## src/hw/rtl/scb_ram.sv

```systemverilog
// Generic single-port synchronous RAM with registered read data.
`timescale 1ns / 1ps
module scb_ram #(
  parameter int WIDTH = 8,
  parameter int DEPTH = 256,
  parameter int ADDR_W = (DEPTH > 1) ? $clog2(DEPTH) : 1
) (
  input  logic              clk,
  input  logic              we,
  input  logic              re,
  input  logic [ADDR_W-1:0] addr,
  input  logic [WIDTH-1:0]  wdata,
  output logic [WIDTH-1:0]  rdata
);

  logic [WIDTH-1:0] mem [DEPTH];

  always_ff @(posedge clk) begin
    if (we) begin
      mem[addr] <= wdata;
    end
    if (re) begin
      rdata <= mem[addr];
    end
  end

endmodule

```

## config.mk

```make
export PLATFORM = sky130hd
export DESIGN_NAME = scb_ram
export DESIGN_NICKNAME = d
export VERILOG_FILES = /design/src/hw/rtl/scb_ram.sv
export SDC_FILE = /design/constraint.sdc
export NUM_CORES = 2
export LEC_CHECK = 0
export BUFFER_PORTS_ARGS = -buffer_cell sky130_fd_sc_hd__buf_2
export CORE_MARGIN = 3
export CORE_UTILIZATION = 35
export DETAILED_ROUTE_END_ITERATION = 6
export PLACE_DENSITY_LB_ADDON = 0.2
export SYNTH_ARGS = -nofsm -noshare
export SYNTH_HDL_FRONTEND = slang
export SYNTH_SLANG_ARGS = --single-unit
```

## constraint.sdc

```tcl
create_clock -name clk -period 2.2 [get_ports clk]
set_input_delay 0.22 -clock clk [delete_from_list [all_inputs] [get_ports clk]]
set_output_delay 0.22 -clock clk [all_outputs]
set_load 0.05 [all_outputs]
```

Word level (Yosys, flattened, before mapping)
Memories as Yosys holds them, arrays and structs flattened. A register that Yosys moved wholly into a read port is not among the register bits.
Index checks and enable logic that the tools add are counted.
{"block": "word_totals", "reg_bits": 0, "latch_bits": 0, "ram_bits": 2048, "romBits": 0, "in_bits": 19, "output_inout_bits": 8, "wordCells": 3, "n_memories": 1}
{"block": "op_classes", "addsub": 0, "multipliers": 0, "div_mod_pow": 0, "magnitude_cmp": 0, "n_eq_ne": 0, "shifts": 0, "mux": 2, "bitwise": 0, "n_reduce_logical": 0}
{"memory": "mem", "words": 256, "word_bits": 8, "rd": 1, "rd_ports_with_merged_regs": 1, "wr": 1, "line_no": "16", "source": "logic [WIDTH-1:0] mem [DEPTH];"}
{"operator": "1-bit two-way mux", "count": 2}

Longest topological paths before layout
{"block": "logic_depth", "ltp_word": 2, "depth_mapped": 10, "ltp_nobuf": 5}

Worst setup path before layout
Ideal clock, no wire load.
{"block": "synth_timing", "path_kind": "input to register", "startpoint": "input addr[1]", "endpoint": "memory mem[111][0], enable pin", "setup_ns": 0.370, "arrival_ns": 2.069, "t_required_ns": 1.830, "slack_ns": -0.239, "cell_stages": 9, "n_path_buf": 5, "cell_sequence": "buf_2 -> clkbuf_1 -> clkbuf_1 -> nand2_1 -> buf_2 -> nor2_1 -> nand2_1 -> clkbuf_1 -> nor2_1"}
{"element": "from (decl)", "line_no": "11", "source": "input logic [ADDR_W-1:0] addr,"}
{"element": "to (decl)", "line_no": "16"}
Straight into the memory's write port.

==> impl_metrics.env <==
export IMPL_status="finished with violations"
export IMPL_violations="negative setup slack"
export IMPL_synth_top_family_by_area="multiplexers"
export IMPL_fin_nets=4299
export IMPL_max_cap_violations=0
export IMPL_via_count=39282
export IMPL_dpl_instance_area_um2=89900
export IMPL_clock_sinks=2056
export IMPL_worst_slack_ns=-0.136
export IMPL_core_rowCount=173
export IMPL_grt_use_total=0.186
export IMPL_dr_pass1_iters=6
export IMPL_grt_pass1_vias=41081
export IMPL_cts_buffers=211
export IMPL_cp_max_fo=1
export IMPL_die_w_um=480
export IMPL_nFillCells=18944
export IMPL_start_util=0.353
export IMPL_mostFrequentLayoutCells="edfxtp_1, buf_4, mux4_2, clkbuf_16, buf_12"
export IMPL_ys_types=21
export IMPL_maxUsedRoutingLayer="met5"
export IMPL_grt_ovfl_total=0
export IMPL_postCtsSetupBuffers=0
export IMPL_slew_viol_final=0
export IMPL_ioPinCount=27
export IMPL_worstSetupEndpointType="register"
export IMPL_synth_mux_area_frac=0.147
export IMPL_finalCritPeriodShare=1.06
export IMPL_dp_cells=7035
export IMPL_met2WireLength_mm=104
export IMPL_power_mw=83.6
export IMPL_drt_iter0_markers=3959
export IMPL_min_from="addr[2]"
export IMPL_setup_violations=8
export IMPL_syn_instance_count=3547
export IMPL_hold_path_end="mem[197][4]"
export IMPL_fmax_ghz=0.428
export IMPL_synth_warnings=0
export IMPL_required_ns=2.75
export IMPL_final_area_um2=97900
export IMPL_synth_fa_ha_area_frac=0
export IMPL_drc=0
export IMPL_leakage_nw=30.8
export IMPL_slowest_delay_ns=0.51
export IMPL_num_antenna_cells=0
export IMPL_synth_xor_area_frac=0
export IMPL_fin_crit_ns=2.34
export IMPL_reg2reg_from="mem[82][5]"
export IMPL_grt_start_max_net_pins=97
export IMPL_area_growth_pct=24.6
export IMPL_core_um2=223000
export IMPL_avgSynthCellArea_um2=22.2
export IMPL_drive_gt1_frac=0.413
export IMPL_synth_top_area_cell="edfxtp_1"
export IMPL_post_synth_instance_area_um2=78600
export IMPL_synth_simple_area_share=0.0173
export IMPL_worst_slew_pin_slew_ns=0.756
export IMPL_r2r_slack_ns=-0.14
export IMPL_drt_total_wl_mm=214
export IMPL_antenna_found_initial=4
export IMPL_finClkSkew_ns=0.0542
export IMPL_dp_hpwl_mm=139
export IMPL_ant_nets=0
export IMPL_hold_path_depth=5
export IMPL_ys_ff_latch=2056
export IMPL_critPathLaunchType="register"
export IMPL_worstPathCellList="mux4_2, a22oi_2, a21oi_2, o41ai_4, buf_4, nand4_1"
export IMPL_synth_top_area_frac=0.786
export IMPL_cts_buffer_depth=3
export IMPL_gp_congestion=0.794
export IMPL_synthTopCellsByArea="edfxtp_1, mux4_2, a22oi_1"
export IMPL_grt_pass1_wl_mm=309
export IMPL_power_density_nw_per_um2=854
export IMPL_clk_pin_slew_ns=0.07
export IMPL_die_y_um=480
export IMPL_reg2reg_depth=6
export IMPL_final_common_cell="edfxtp_1"
export IMPL_via_per_inst=5.29
export IMPL_dieArea_um2=230000
export IMPL_fin_util=0.439
export IMPL_wl_per_cell_um=28.8
export IMPL_slowest_stage="mux4_2"
export IMPL_io_buffers=26
export IMPL_wl_met3_mm=10.8
export IMPL_ys_seq_area_frac=0.786
export IMPL_final_hold_viol_count=0
export IMPL_synth_compound_area_share=0.0362
export IMPL_rsz0062_at_grt="yes"
export IMPL_final_cells=7425
export IMPL_worstSetupPathType="register to register"
export IMPL_clk_latency_ns=0.85
export IMPL_arrival_ns=2.88
export IMPL_cts_tree="built"
export IMPL_rr_endpoint="rdata[5]"
export IMPL_tns_ns=-0.743
export IMPL_ir_drop_mv=0.748
export IMPL_drt_met1_wl_mm=94.9
export IMPL_max_slew_margin=0.496
export IMPL_cts_root_buffer="clkbuf_16"
export IMPL_syn_nets=3566
export IMPL_min_path_type="primary input to register"
export IMPL_htree_num_levels=4
==> synth_stat cells <==
cell type,n
edfxtp_1,2056
mux4_2,512
a22oi_1,256
nor2_1,232
clkbuf_1,145
a21oi_1,128
buf_2,36
o41ai_1,32
nor3_1,30
nand2_1,28
buf_1,19
buf_4,16
buf_6,16
nand3_1,13
nand4_1,8
nor2b_1,7
nand2b_1,6
and2_1,3
or2_2,2
inv_1,1
or3_1,1
==> where the power goes <==
part / total [mW] / internal (mW) / switching, mW
Clock: 35.6 / 20.4 / 15.2
Combinational: 4.75 / 1.91 / 2.84
Sequential: 43.3 / 43.2 / 0.0600
Total: 83.6 / 65.5 / 18.1
==> worst max-delay path by stage <==
| stage | start | slack [ns] | end |
|---|---|---|---|
| final | mem[82][5] | -0.14 | rdata[5] |
| after global routing | mem[63][4] | -0.25 | rdata[4] |
| after CTS | mem[102][5] | -0.16 | rdata[5] |
| after detailed placement | addr[0] | -1.30 | rdata[1] |
| after global placement | addr[0] | -1.26 | rdata[1] |
| after floorplan | addr[1] | -0.13 | mem[102][0] |
==> area by class of cell <==
type,instances,area (um^2),share of cell area
well taps,2975,3720,0.0380
repair buffers,752,8070,0.0824
multi-input cells,1258,17500,0.179
inverters,1,3.75,0.0000383
clock buffers,249,5470,0.0558
clock inverters,134,1420,0.0145
flip-flops and latches,2056,61700,0.631
==> sequential cells by signal, indices dropped and copies added, names as in the netlist <==
signal,flops
mem,2048
rdata,8
==> repair_timing <==
item                                    CTS  global route
pin swaps                                32            33
hold buffers                              9             0
endpoints found under the setup margin    8             8
hold endpoints to repair                678             0
resized for setup                       123            65
==> layer usage <==
metal,up-vias,track usage
li1,16616,-
met1,21332,0.271
met2,1072,0.299
met3,260,0.0249
met4,2,0.0448
met5,-,0
==> per-stage QoR <==
step                      setup slack, ns  hold slack [ns]
after floorplan                    -0.132            0.319
after global placement              -1.26            0.543
after detailed placement            -1.30            0.545
after CTS                          -0.162            0.156
after global routing               -0.251            0.219
final                              -0.136            0.232
==> critical path: cells and delay by family, from the launching register on <==
family | cells | cell delay (ns)
muxes | 1 | 0.51
DFF | 1 | 0.36
and+or+nand+nor | 1 | 0.07
AOI/OAI and AO/OA | 3 | 0.88
buffers and inverters | 1 | 0.21
==> kinds of logic (layout without fill, tap and decap cells) <==
family | Yosys count | in the layout
flip-flops | 2056 | 2056
multiplexers | 512 | 512
AO/OA/AOI/OAI | 416 | 416
AND/OR/NAND/NOR | 330 | 330
buffers and inverters | 233 | 1136
No activity file was read; power rests on OpenSTA's default activity.
